`src/rtl/gme_pkg.sv`:
```
`timescale 1ns / 1ps
// ----------------------------------------------------------------------------
// Glyph mask expander package
// Shared widths, defaults, register indexes, controller types and the
// command and status bundles between the controller and the datapath.
// ----------------------------------------------------------------------------
package gme_pkg;

  // Field widths fixed by the interface.
  localparam int unsigned COORD_W   = 11;
  localparam int unsigned BYTE_W    = 8;
  localparam int unsigned MODE_W    = 2;
  localparam int unsigned LEVELS_W  = 9;
  localparam int unsigned CFG_IDX_W = 3;
  localparam int unsigned CFG_DAT_W = 11;

  // Width used when comparing a register against a dimension limit.
  localparam int unsigned DIM_CMP_W = 13;

  // Parameter defaults.
  localparam int unsigned DEF_MAX_WIDTH    = 1024;
  localparam int unsigned DEF_MAX_HEIGHT   = 1024;
  localparam int unsigned DEF_GUARD_PIXELS = 1;

  // Register reset values.
  localparam logic [COORD_W-1:0]  RST_SRC_WIDTH   = COORD_W'(1);
  localparam logic [COORD_W-1:0]  RST_SRC_HEIGHT  = COORD_W'(1);
  localparam logic [LEVELS_W-1:0] RST_GRAY_LEVELS = LEVELS_W'(256);

  // Alpha for a fully covered pixel and the level count that means copy.
  localparam logic [BYTE_W-1:0]   ALPHA_FULL  = 8'hFF;
  localparam logic [LEVELS_W-1:0] LEVELS_COPY = LEVELS_W'(256);

  // Configuration register indexes.
  typedef enum logic [CFG_IDX_W-1:0] {
    CFG_SRC_WIDTH     = 3'd0,
    CFG_SRC_HEIGHT    = 3'd1,
    CFG_PIXEL_MODE    = 3'd2,
    CFG_GRAY_LEVELS   = 3'd3,
    CFG_ROWS_REVERSED = 3'd4
  } cfg_index_e;

  // Pixel mode codes.
  typedef enum logic [MODE_W-1:0] {
    MODE_GRAY = 2'd0,
    MODE_MONO = 2'd1
  } pixel_mode_e;

  // Controller states.
  typedef enum logic [1:0] {
    ST_IDLE,
    ST_DIV,
    ST_EMIT
  } ctrl_state_e;

  // Controller to datapath commands.
  typedef struct packed {
    logic load;      // take the input word, rewrap counters, seed divider
    logic div_step;  // one restoring division step
    logic emit;      // present one pixel to the output register
  } ctrl_cmd_t;

  // Datapath to controller status.
  typedef struct packed {
    logic mode_err;  // unsupported pixel mode
    logic need_div;  // neither mono nor gray copy: scaling needed
    logic div_last;  // current division step is the eighth
    logic pix_last;  // current pixel is the last one of the word
    logic out_free;  // output register can take a pixel this cycle
  } ctrl_status_t;

endpackage

```
`src/rtl/gme_ctrl.sv`:
```
`timescale 1ns / 1ps
// ----------------------------------------------------------------------------
// Glyph mask expander controller
// Sequences one input word at a time: accept, optional gray division,
// then one output pixel per cycle while the output register is free.
// ----------------------------------------------------------------------------
module gme_ctrl (
  input  logic                  clk_i,
  input  logic                  rst_ni,
  input  logic                  in_valid_i,
  output logic                  in_ready_o,
  input  gme_pkg::ctrl_status_t status_i,
  output gme_pkg::ctrl_cmd_t    cmd_o
);
  import gme_pkg::*;

  ctrl_state_e state_q, state_d;

  // State register.
  always_ff @(posedge clk_i or negedge rst_ni) begin
    if (!rst_ni) begin
      state_q <= ST_IDLE;
    end else begin
      state_q <= state_d;
    end
  end

  // Next state and commands.
  always_comb begin
    state_d    = state_q;
    cmd_o      = '0;
    in_ready_o = 1'b0;
    unique case (state_q)
      ST_IDLE: begin
        in_ready_o = 1'b1;
        if (in_valid_i) begin
          cmd_o.load = 1'b1;
          if (!status_i.mode_err && status_i.need_div) begin
            state_d = ST_DIV;
          end else begin
            state_d = ST_EMIT;
          end
        end
      end
      ST_DIV: begin
        cmd_o.div_step = 1'b1;
        if (status_i.div_last) begin
          state_d = ST_EMIT;
        end
      end
      ST_EMIT: begin
        cmd_o.emit = 1'b1;
        if (status_i.out_free && status_i.pix_last) begin
          state_d = ST_IDLE;
        end
      end
      default: begin
        state_d = ST_IDLE;
      end
    endcase
  end

endmodule

```
`src/rtl/gme_dp.sv`:
```
`timescale 1ns / 1ps
// ----------------------------------------------------------------------------
// Glyph mask expander datapath
// Configuration registers, position counters, an eight-step restoring
// divider for gray scaling, pixel unpacking and the output register.
// ----------------------------------------------------------------------------
module gme_dp #(
  parameter int unsigned MAX_WIDTH    = gme_pkg::DEF_MAX_WIDTH,
  parameter int unsigned MAX_HEIGHT   = gme_pkg::DEF_MAX_HEIGHT,
  parameter int unsigned GUARD_PIXELS = gme_pkg::DEF_GUARD_PIXELS
) (
  input  logic                            clk_i,
  input  logic                            rst_ni,
  input  logic                            cfg_we_i,
  input  logic [gme_pkg::CFG_IDX_W-1:0]   cfg_index_i,
  input  logic [gme_pkg::CFG_DAT_W-1:0]   cfg_data_i,
  input  logic [gme_pkg::BYTE_W-1:0]      in_data_byte_i,
  input  gme_pkg::ctrl_cmd_t              cmd_i,
  output gme_pkg::ctrl_status_t           status_o,
  output logic                            out_valid_o,
  input  logic                            out_ready_i,
  output logic [gme_pkg::COORD_W-1:0]     out_pos_x_o,
  output logic [gme_pkg::COORD_W-1:0]     out_pos_y_o,
  output logic [gme_pkg::BYTE_W-1:0]      out_alpha_value_o,
  output logic                            out_mode_error_o,
  output logic                            out_last_of_run_o,
  output logic                            out_frame_done_o
);
  import gme_pkg::*;

  localparam int unsigned CNT_W = 3;
  localparam int unsigned SUM_W = COORD_W + 1;

  // Configuration registers.
  logic [COORD_W-1:0]  src_width_q, src_height_q;
  logic [MODE_W-1:0]   pixel_mode_q;
  logic [LEVELS_W-1:0] gray_levels_q;
  logic                rows_reversed_q;

  always_ff @(posedge clk_i or negedge rst_ni) begin
    if (!rst_ni) begin
      src_width_q     <= RST_SRC_WIDTH;
      src_height_q    <= RST_SRC_HEIGHT;
      pixel_mode_q    <= MODE_W'(MODE_GRAY);
      gray_levels_q   <= RST_GRAY_LEVELS;
      rows_reversed_q <= 1'b0;
    end else if (cfg_we_i) begin
      unique case (cfg_index_i)
        CFG_SRC_WIDTH:     src_width_q     <= cfg_data_i;
        CFG_SRC_HEIGHT:    src_height_q    <= cfg_data_i;
        CFG_PIXEL_MODE:    pixel_mode_q    <= cfg_data_i[MODE_W-1:0];
        CFG_GRAY_LEVELS:   gray_levels_q   <= cfg_data_i[LEVELS_W-1:0];
        CFG_ROWS_REVERSED: rows_reversed_q <= cfg_data_i[0];
        default: ;
      endcase
    end
  end

  // Effective dimensions: zero counts as one, large values saturate.
  logic [COORD_W-1:0] width_eff, height_eff;

  always_comb begin
    if (src_width_q == '0) begin
      width_eff = COORD_W'(1);
    end else if ({2'b00, src_width_q} > DIM_CMP_W'(MAX_WIDTH)) begin
      width_eff = COORD_W'(MAX_WIDTH);
    end else begin
      width_eff = src_width_q;
    end
    if (src_height_q == '0) begin
      height_eff = COORD_W'(1);
    end else if ({2'b00, src_height_q} > DIM_CMP_W'(MAX_HEIGHT)) begin
      height_eff = COORD_W'(MAX_HEIGHT);
    end else begin
      height_eff = src_height_q;
    end
  end

  // Mode decode and gray divisor.
  logic                mode_err, mode_mono, gray_copy;
  logic [LEVELS_W-1:0] divisor;

  assign mode_err  = (pixel_mode_q != MODE_W'(MODE_GRAY)) &&
                     (pixel_mode_q != MODE_W'(MODE_MONO));
  assign mode_mono = (pixel_mode_q == MODE_W'(MODE_MONO));
  assign gray_copy = (gray_levels_q == LEVELS_COPY);
  assign divisor   = (gray_levels_q > LEVELS_W'(1)) ? gray_levels_q - LEVELS_W'(1)
                                                    : LEVELS_W'(1);

  // Word, step counter and position counters.
  logic [BYTE_W-1:0]  byte_q;
  logic [CNT_W-1:0]   cnt_q, cnt_d;
  logic [COORD_W-1:0] col_q, col_d, row_q, row_d;
  logic               emit_fire;

  assign emit_fire = cmd_i.emit && status_o.out_free;

  // Pixel column for the current step.
  logic [SUM_W-1:0]   pix_col_sum;
  logic [COORD_W-1:0] pix_col;
  logic               row_end;

  assign pix_col_sum = {1'b0, col_q} + SUM_W'(cnt_q);
  assign pix_col     = pix_col_sum[COORD_W-1:0];
  assign row_end     = (pix_col == width_eff - COORD_W'(1));

  // Counter updates: rewrap on load, advance after the last pixel of a word.
  logic [SUM_W-1:0] row_inc_load, row_inc_emit;

  assign row_inc_load = ({1'b0, col_q} >= {1'b0, width_eff}) ?
                        {1'b0, row_q} + SUM_W'(1) : {1'b0, row_q};
  assign row_inc_emit = {1'b0, row_q} + SUM_W'(1);

  always_comb begin
    col_d = col_q;
    row_d = row_q;
    cnt_d = cnt_q;
    if (cmd_i.load) begin
      cnt_d = '0;
      if (!mode_err) begin
        if (col_q >= width_eff) begin
          col_d = '0;
        end
        if (row_inc_load >= {1'b0, height_eff}) begin
          row_d = '0;
        end else begin
          row_d = row_inc_load[COORD_W-1:0];
        end
      end
    end else if (cmd_i.div_step) begin
      cnt_d = cnt_q + CNT_W'(1);
    end else if (emit_fire) begin
      if (status_o.pix_last) begin
        if (!mode_err) begin
          if (row_end) begin
            col_d = '0;
            if (row_inc_emit >= {1'b0, height_eff}) begin
              row_d = '0;
            end else begin
              row_d = row_inc_emit[COORD_W-1:0];
            end
          end else begin
            col_d = pix_col + COORD_W'(1);
          end
        end
      end else begin
        cnt_d = cnt_q + CNT_W'(1);
      end
    end
  end

  always_ff @(posedge clk_i or negedge rst_ni) begin
    if (!rst_ni) begin
      col_q <= '0;
      row_q <= '0;
      cnt_q <= '0;
    end else begin
      col_q <= col_d;
      row_q <= row_d;
      cnt_q <= cnt_d;
    end
  end

  always_ff @(posedge clk_i) begin
    if (cmd_i.load) begin
      byte_q <= in_data_byte_i;
    end
  end

  // Restoring divider: byte * 255 / divisor, eight quotient bits.
  // A quotient of 256 or more is caught at load from the upper byte.
  logic [2*BYTE_W-1:0] num_in;
  logic [LEVELS_W-1:0] rem_q;
  logic [BYTE_W-1:0]   lo_q, quot_q;
  logic                sat_q;
  logic [LEVELS_W:0]   rem_shift;
  logic                q_bit;

  assign num_in    = {in_data_byte_i, {BYTE_W{1'b0}}} - {{BYTE_W{1'b0}}, in_data_byte_i};
  assign rem_shift = {rem_q, lo_q[BYTE_W-1]};
  assign q_bit     = (rem_shift >= {1'b0, divisor});

  always_ff @(posedge clk_i) begin
    if (cmd_i.load) begin
      rem_q  <= {1'b0, num_in[2*BYTE_W-1:BYTE_W]};
      lo_q   <= num_in[BYTE_W-1:0];
      sat_q  <= ({1'b0, num_in[2*BYTE_W-1:BYTE_W]} >= divisor);
      quot_q <= '0;
    end else if (cmd_i.div_step) begin
      rem_q  <= q_bit ? LEVELS_W'(rem_shift - {1'b0, divisor}) : rem_shift[LEVELS_W-1:0];
      lo_q   <= {lo_q[BYTE_W-2:0], 1'b0};
      quot_q <= {quot_q[BYTE_W-2:0], q_bit};
    end
  end

  // Pixel value, coordinates and flags for the current step.
  logic [BYTE_W-1:0]  byte_shift, alpha;
  logic [COORD_W-1:0] row_tgt, pos_x, pos_y;
  logic               frame_end;

  assign byte_shift = byte_q << cnt_q;

  always_comb begin
    if (mode_err) begin
      alpha = '0;
    end else if (mode_mono) begin
      alpha = byte_shift[BYTE_W-1] ? ALPHA_FULL : '0;
    end else if (gray_copy) begin
      alpha = byte_q;
    end else begin
      alpha = sat_q ? ALPHA_FULL : quot_q;
    end
  end

  assign row_tgt   = rows_reversed_q ? height_eff - COORD_W'(1) - row_q : row_q;
  assign pos_x     = mode_err ? '0 : pix_col + COORD_W'(GUARD_PIXELS);
  assign pos_y     = mode_err ? '0 : row_tgt + COORD_W'(GUARD_PIXELS);
  assign frame_end = !mode_err && row_end && (row_q == height_eff - COORD_W'(1));

  // Status to the controller.
  assign status_o.mode_err = mode_err;
  assign status_o.need_div = !mode_mono && !gray_copy;
  assign status_o.div_last = (cnt_q == {CNT_W{1'b1}});
  assign status_o.pix_last = mode_err || !mode_mono || row_end ||
                             (cnt_q == {CNT_W{1'b1}});
  assign status_o.out_free = !out_valid_o || out_ready_i;

  // Output register.
  logic out_valid_q;

  always_ff @(posedge clk_i or negedge rst_ni) begin
    if (!rst_ni) begin
      out_valid_q <= 1'b0;
    end else if (emit_fire) begin
      out_valid_q <= 1'b1;
    end else if (out_ready_i) begin
      out_valid_q <= 1'b0;
    end
  end

  always_ff @(posedge clk_i) begin
    if (emit_fire) begin
      out_pos_x_o       <= pos_x;
      out_pos_y_o       <= pos_y;
      out_alpha_value_o <= alpha;
      out_mode_error_o  <= mode_err;
      out_last_of_run_o <= status_o.pix_last;
      out_frame_done_o  <= frame_end;
    end
  end

  assign out_valid_o = out_valid_q;

endmodule

```
`src/rtl/glyph_mask_expander_unit.sv`:
```
`timescale 1ns / 1ps
// ----------------------------------------------------------------------------
// Glyph mask expander
// Turns rasterized glyph bytes into 8-bit alpha pixels placed in a bitmap
// with a transparent guard border.
// ----------------------------------------------------------------------------
// One input word is handled at a time. A mono word is accepted and then yields
// one pixel per cycle while the output register is free. A gray word is either
// copied or scaled, and the scaling runs through an eight-step restoring
// divider. An unsupported mode yields one error word. The output register
// lets the next word be accepted while the last pixel still waits to be
// taken. Configuration must be written only while the unit is idle; the
// unit itself does not enforce this.
module glyph_mask_expander_unit #(
  parameter int unsigned MAX_WIDTH    = gme_pkg::DEF_MAX_WIDTH,
  parameter int unsigned MAX_HEIGHT   = gme_pkg::DEF_MAX_HEIGHT,
  parameter int unsigned GUARD_PIXELS = gme_pkg::DEF_GUARD_PIXELS
) (
  input  logic                          clk_i,
  input  logic                          rst_ni,
  input  logic                          cfg_we_i,
  input  logic [gme_pkg::CFG_IDX_W-1:0] cfg_index_i,
  input  logic [gme_pkg::CFG_DAT_W-1:0] cfg_data_i,
  input  logic                          in_valid_i,
  output logic                          in_ready_o,
  input  logic [gme_pkg::BYTE_W-1:0]    in_data_byte_i,
  output logic                          out_valid_o,
  input  logic                          out_ready_i,
  output logic [gme_pkg::COORD_W-1:0]   out_pos_x_o,
  output logic [gme_pkg::COORD_W-1:0]   out_pos_y_o,
  output logic [gme_pkg::BYTE_W-1:0]    out_alpha_value_o,
  output logic                          out_mode_error_o,
  output logic                          out_last_of_run_o,
  output logic                          out_frame_done_o
);
  import gme_pkg::*;

  ctrl_cmd_t    cmd;
  ctrl_status_t status;

  // Sequencer.
  gme_ctrl u_ctrl (
    .clk_i      (clk_i),
    .rst_ni     (rst_ni),
    .in_valid_i (in_valid_i),
    .in_ready_o (in_ready_o),
    .status_i   (status),
    .cmd_o      (cmd)
  );

  // Counters, divider and output register.
  gme_dp #(
    .MAX_WIDTH    (MAX_WIDTH),
    .MAX_HEIGHT   (MAX_HEIGHT),
    .GUARD_PIXELS (GUARD_PIXELS)
  ) u_dp (
    .clk_i             (clk_i),
    .rst_ni            (rst_ni),
    .cfg_we_i          (cfg_we_i),
    .cfg_index_i       (cfg_index_i),
    .cfg_data_i        (cfg_data_i),
    .in_data_byte_i    (in_data_byte_i),
    .cmd_i             (cmd),
    .status_o          (status),
    .out_valid_o       (out_valid_o),
    .out_ready_i       (out_ready_i),
    .out_pos_x_o       (out_pos_x_o),
    .out_pos_y_o       (out_pos_y_o),
    .out_alpha_value_o (out_alpha_value_o),
    .out_mode_error_o  (out_mode_error_o),
    .out_last_of_run_o (out_last_of_run_o),
    .out_frame_done_o  (out_frame_done_o)
  );

endmodule

```
`config.mk`:
```
export PLATFORM = sky130hd
export DESIGN_NAME = glyph_mask_expander_unit
export DESIGN_NICKNAME = d
export VERILOG_FILES = /design/src/rtl/gme_pkg.sv /design/src/rtl/gme_ctrl.sv /design/src/rtl/gme_dp.sv /design/src/rtl/glyph_mask_expander_unit.sv
export SDC_FILE = /design/constraint.sdc
export NUM_CORES = 1
export LEC_CHECK = 0
export BUFFER_PORTS_ARGS = -buffer_cell sky130_fd_sc_hd__buf_2
export CORE_MARGIN = 2
export CORE_UTILIZATION = 50
export CTS_BUF_LIST = sky130_fd_sc_hd__clkbuf_8
export DETAILED_ROUTE_END_ITERATION = 8
export GPL_TIMING_DRIVEN = 0
export MAX_ROUTING_LAYER = met4
export PLACE_DENSITY = 0.68
export SYNTH_ARGS = -nofsm -noshare
export SYNTH_HDL_FRONTEND = slang
export SYNTH_SLANG_ARGS = --single-unit
```
`constraint.sdc`:
```
create_clock -name clk_i -period 7.5 [get_ports clk_i]
set_clock_uncertainty 0.15 [all_clocks]
set_input_delay 1.125 -clock clk_i [delete_from_list [all_inputs] [get_ports clk_i]]
set_output_delay 1.125 -clock clk_i [all_outputs]
set_load 0.02 [all_outputs]
```
==> results.cfg, run 1 <==
[final_layout]
nets = 1185
syn_to_final_growth_pct = 10.8
drive_above_1_share = 0.143
final_core_util = 0.567
nFillCells = 1651
diodes = 0

[routing]
drt_iter0_markers = 636
drt_drc_violations_left = 0
met2_length_um = 9660
ant_nets = 0
route.vias.total = 7589
firstDrtPassIters = 5
wl_met3_um = 1160
vias_per_cell = 5.73
dr.max_layer_used = met4
wl_per_cell_um = 16.8
drt_wl_total_um = 22200
met1Wirelength_um = 11200

[timing]
finalCritPeriodShare = 0.755
rsz0062_at_grt = false
hold_viol = 0
relSlewSlack = 0.363
tns_ns = 0
drv_slew = 0
max_freq_mhz = 177
finalCriticalPeriod_ns = 5.66
worst_pin_slew_ns = 0.956
hold_slack_ns = 0.318
setup_viol = 0

[global_routing]
antenna_found_initial = 0
grt_first_pass_wirelength_um = 36100
grt_max_degree = 63
grt_pass1_vias = 6832
grt_util_all_layers = 0.239
gr-total-overflow = 0

[logic_synthesis]
ys_ff_latch = 129
postSynthAreaPerCell_um2 = 9.17
synth_top_area_share = 0.190
synth_cells = 1001
syn-num-nets = 1103
synth_seq_area_share = 0.379
yosys_warnings = 0
synth.top_cells.by_area = edfxtp_1 19%, dfrtp_1 16%, ha_1 9.8%
async_flop_share = 0.481
ys.flop_type = dfrtp_1
synthesis.area_mm2 = 0.00918
synth.largest_area_cell = edfxtp_1
synth_cell_type_count = 80
synth_edf_count = 58

[die]
die_w_um = 140
coreArea_mm2 = 0.0180
initial_utilization = 0.511
dieHeight_um = 140
rows = 49
ios = 62
die-area_mm2 = 0.0195

[clock_network]
root_buffer = clkbuf_8
clkSinkCount = 129
numCtsBuffers = 17
cts_resized = 0
postCtsHoldBufs = 0
clock_latency_ns = 0.47
clockBufferDepth = 2
clk_pin_slew_ns = 0.09
post_cts_buffers = 0
cts_max_level = 4
tritoncts = built

[power_and_ir_drop]
p_total_mw = 3.63
p_leak_nw = 4.25
p_per_area_mw_per_mm2 = 357
ir_drop_uv = 240

[hold_path]
hold_path_class = flop to flop

[setup_path]
critPathLaunchType = flop
cpMaxStageDelayCell = o21ai_1
worstSetupEndpointType = flop
cp_cell_sequence = clkbuf_1 -> nor4_1 -> a31oi_1 -> nor2_1 -> ha_1 -> and4_1 -> a41oi_1 -> o21ai_1 -> clkbuf_1 -> nand2_1 -> xnor2_1 -> ha_1 -> a21oi_1 -> o21ai_0 -> nor3b_1 -> o31a_1 -> o21a_1 -> nand3_1 -> nand2_1 -> nand2_2 -> o41ai_1
crit_path_max_incr_delay_ns = 0.69
crit_arrival_ns = 5.88
critPathTopFamily = compound AO/OA/AOI/OAI gates
worst-setup-path-type = flop to flop
timing.critical_path.buf_inv = 2
critPathMaxFanout = 10
required_ns = 7.72

[place]
gp_congestion = 0.898
hpwl_um = 16900
io_buffers = 61

[run]
cap_violations = 0

[run_status]
status = finished clean
[state kept, by name, summed over array words and instances, names as in the netlist, 2 cells and up]
signal                  count
u_dp.src_width_q           11
u_dp.row_q                 11
u_dp.out_pos_x_o           11
u_dp.quot_q                 8
u_dp.cnt_q                  3
u_dp.src_height_q          11
u_dp.out_pos_y_o           11
u_dp.out_alpha_value_o      8
u_dp.pixel_mode_q           2
u_ctrl.state_q              2
u_dp.byte_q                 8
u_dp.lo_q                   8
u_dp.col_q                 11
u_dp.gray_levels_q          9
u_dp.rem_q                  9
[per-stage QoR]
step           worst slack (ns)  cell area, um^2  std cells
2_1_floorplan              1.99             9180       1001
3_3_place_gp              0.143             9770       1291
3_5_place_dp               1.92             9800       1293
4_1_cts                    1.88            10200       1325
5_1_grt                    1.23            10200       1325
6_report                   1.84            10200       1325
[where the power goes]
part	internal [mW]	total [mW]	switching, mW
clock	0.278	0.582	0.304
sequential	1.02	1.16	0.138
combinational	0.749	1.89	1.14
total	2.05	3.63	1.58
[logic make-up (layout without fill, tap and decap cells)]
kind of cell,after synthesis,after routing,synth area share
AO/OA/AOI/OAI,227,227,0.162
XOR/XNOR,68,68,0.0665
adder cells (fa/ha/maj),75,75,0.105
buffers and inverters,85,180,0.0365
flip-flops,129,129,0.379
multiplexers,36,36,0.0462
AND/OR/NAND/NOR,381,381,0.205
[final timing paths]
check,start,end,slack (ns),depth (start not counted)
worst max-delay path,u_dp.src_width_q[2],u_dp.row_q[5],1.84,21
worst min-delay path,u_dp.quot_q[7],u_dp.quot_q[7],0.32,2
worst max register to register,u_dp.src_width_q[2],u_dp.row_q[5],1.84,21
worst min register to register,u_dp.quot_q[7],u_dp.quot_q[7],0.32,2
max in group asynchronous,rst_ni,u_dp.src_height_q[8],6.06,1
min in group asynchronous,rst_ni,u_dp.cnt_q[1],0.58,1
[cell usage in the layout, fill, tap and decap left out, types with 13 or more instances in the layout]
cell,n
clkbuf_8,19
nor2_1,76
a21oi_1,47
xnor2_1,42
dfrtp_1,59
inv_1,44
nand2b_1,16
nand2_1,126
and2_1,13
nand4_1,15
xor2_1,25
clkbuf_1,31
nor4_1,13
ha_1,72
edfxtp_1,58
nor3_1,29
nand3_1,29
mux2_2,31
o21ai_0,72
buf_2,64
nor2b_1,16
a21o_1,18
[synthesized netlist by cell type, types with 13 or more instances]
cell,count
nand2b_1,16
nor2_1,76
xor2_1,25
mux2_2,31
a21oi_1,47
edfxtp_1,58
nor4_1,13
inv_1,43
clkbuf_1,31
nand4_1,15
ha_1,72
and2_1,13
dfrtp_1,59
nand2_1,126
nor3_1,29
o21ai_0,72
a21o_1,18
nor2b_1,16
xnor2_1,42
nand3_1,29
[metal layers]
metal,GRT usage,up-vias
li1,-,3796
met1,0.353,3556
met2,0.342,211
met3,0.0389,26
met4,0.0622,0
met5,-,-
[worst reg2reg max path, stage by stage, from the launching register on]
cell and delay [ns]:
dfrtp_1 0.36, clkbuf_1 0.20, nor4_1 0.44, a31oi_1 0.24, nor2_1 0.18, ha_1 0.14, and4_1 0.19, a41oi_1 0.14
o21ai_1 0.69, clkbuf_1 0.45, nand2_1 0.13, xnor2_1 0.23, ha_1 0.28, a21oi_1 0.14, o21ai_0 0.09, nor3b_1 0.18
o31a_1 0.18, o21a_1 0.16, nand3_1 0.21, nand2_1 0.32, nand2_2 0.17, o41ai_1 0.29
[cell type report]
cell class | instances | area (um^2) | share of cell area
Clock inverter | 13 | 113 | 0.0111
Multi-Input combinational cell | 787 | 5370 | 0.528
Timing Repair Buffer | 63 | 330 | 0.0325
Tap cell | 229 | 287 | 0.0282
Clock buffer | 19 | 262 | 0.0257
Buffer | 42 | 174 | 0.0171
Sequential cell | 129 | 3480 | 0.342
Inverter | 43 | 161 | 0.0159
Note: power is estimated with default switching activity, not from simulation.
==> inputs of run 2 (changes only) <==
Clock period 7.5 ns to 5.6 ns, I/O delays scaled along.
==> run 2 against run 1 <==
  * Fmax rose by 12%
  * Sequential power rose by 34%
  * Sequential cell count did not move
  * First-iteration DRC count fell by 0.47%
  * Die area did not move
  * Critical endpoint unchanged
  * Largest cell class unchanged
==> results.cfg, run 2 (same netlist as run 1, synthesis figures left out) <==
[setup_path]
required_ns = 5.81
worstRegToRegCells = 21
worstSetupEndpointType = flop
reg2reg_to = u_dp.row_q[5]
critPathTopFamily = simple AND/OR/NAND/NOR gates
rrSetupSlack_ns = 0.52
timing.critical_path.buf_inv = 2
r2r_start = u_dp.src_width_q[4]
worst-setup-path-type = flop to flop
cpMaxStageDelayCell = nor4_4
critPathMaxFanout = 10
crit_path_max_incr_delay_ns = 0.44
critPathLaunchType = flop
cp_cell_sequence = buf_2 -> nor4_4 -> a31oi_1 -> nor2_1 -> ha_1 -> and4_1 -> a41oi_1 -> o21ai_4 -> clkbuf_2 -> nand2_1 -> xnor2_1 -> ha_1 -> a21oi_1 -> o21ai_0 -> nor3b_1 -> o31a_1 -> o21a_1 -> nand3_1 -> nand2_1 -> nand2_2 -> o41ai_1
crit_arrival_ns = 5.29

[clock_network]
clock_latency_ns = 0.46
tritoncts = built
clk_pin_slew_ns = 0.09
root_buffer = clkbuf_8
cts_max_level = 4
clkSinkCount = 129
numCtsBuffers = 17
clockBufferDepth = 2

[power_and_ir_drop]
clkPwrFrac = 0.159
combPwrFrac = 0.521
p_int_mw = 2.75
ir_drop_uv = 320
swShare = 0.435
p_leak_nw = 4.26
p_per_area_mw_per_mm2 = 477
switchingPower_mw = 2.12
p_seq_frac = 0.319

[global_routing]
gr-total-overflow = 0
grt_util_all_layers = 0.239
grt_pass1_vias = 6843
antenna_found_initial = 0
grt_max_degree = 63
grt_first_pass_wirelength_um = 36100

[run]
cap_violations = 0

[final_layout]
nets = 1185
layout_commonest_cell = nand2_1
syn_to_final_growth_pct = 11.1
mostFrequentLayoutCells = 126 x nand2_1, 76 x nor2_1, 72 x o21ai_0, 72 x ha_1, 64 x buf_2
final_area_mm2 = 0.0102
diodes = 0
drive_above_1_share = 0.146

[die]
ios = 62
rows = 49
coreArea_mm2 = 0.0180
die-area_mm2 = 0.0195
die_w_um = 140
initial_utilization = 0.511
dieHeight_um = 140

[timing]
finalCriticalPeriod_ns = 5.08
worst_pin_slew_ns = 0.953
rsz0062_at_grt = false
finalCritPeriodShare = 0.907
relSlewSlack = 0.365
setup_viol = 0
drv_slew = 0
hold_viol = 0
max_freq_mhz = 197
tns_ns = 0

[routing]
drt_drc_violations_left = 0
drt_iter0_markers = 633
drt_wl_total_um = 22200
firstDrtPassIters = 5
vias_per_cell = 5.75
route.vias.total = 7616
wl_per_cell_um = 16.8
ant_nets = 0

[run_status]
status = finished clean

[place]
hpwl_um = 16900
io_buffers = 61
gp_congestion = 0.898
place_area_mm2 = 0.00980

[hold_path]
hold_path_class = input port to async pin
[run 2: cell types whose count changed in the layout (fill, tap and decap cells not counted)]
cell,delta
clkbuf_2,+1
nor4_2,+1
clkbuf_1,-1
o21ai_4,+1
nor4_1,-1
o21ai_1,-1
[run 2: worst max-delay path by stage]
stage | start | endpoint | slack (ns) | cells past startpoint
after floorplan | out_ready_i | u_dp.row_q[3] | 0.37 | 8
after global placement | out_ready_i | u_dp.row_q[5] | -1.47 | 9
after detailed placement | u_dp.src_width_q[2] | u_dp.row_q[5] | 0.02 | 21
after CTS | u_dp.src_width_q[2] | u_dp.row_q[5] | 0.24 | 21
after global routing | u_dp.src_width_q[10] | u_dp.row_q[5] | 0.04 | 21
final | u_dp.src_width_q[4] | u_dp.row_q[5] | 0.52 | 21
[run 2: layer usage]
metal,vias up,GRT usage,routed length (um)
met1,3565,0.353,11100
met2,229,0.342,9730
met4,0,0.0633,248
met5,-,-,0
met3,24,0.0392,1150
li1,3798,-,-
[run 2: layout make-up]
cell class                      count  area, um^2
Fill cell                        1651        7770
Multi-Input combinational cell    787        5390
Sequential cell                   129        3480
Timing Repair Buffer               63         330
Tap cell                          229         287
Clock buffer                       19         262
Buffer                             42         175
Inverter                           43         161
Clock inverter                     13         113
[run 2: what timing repair did]
item                       in CTS  in global routing
gates cloned                    0                  0
buffers inserted                0                  0
hold buffers                    0                  0
setup endpoints to repair       1                 11
gates resized for setup         1                  4
[run 2: power groups by stage]
stage / registers (mW) / clock network [mW] / logic, mW
5_1_grt: 1.59 / 0.830 / 2.84
6_report: 1.55 / 0.775 / 2.54
3_3_place_gp: 1.58 / 0 / 2.45
3_5_place_dp: 1.57 / 0 / 2.51
4_1_cts: 1.55 / 0.788 / 2.53
2_1_floorplan: 1.65 / 0 / 1.78
[run 2: metrics by stage]
stage	worst slack (ns)	util	hold slack, ns	std cells	power (mW)
floorplan	0.371	-	0.286	1001	3.44
global placement	-1.47	0.544	0.297	1291	4.02
detailed placement	0.0243	0.546	0.302	1293	4.08
CTS	0.237	0.567	0.316	1325	4.87
global route	0.0373	0.568	0.334	1325	5.27
finish	0.521	0.568	0.306	1325	4.86
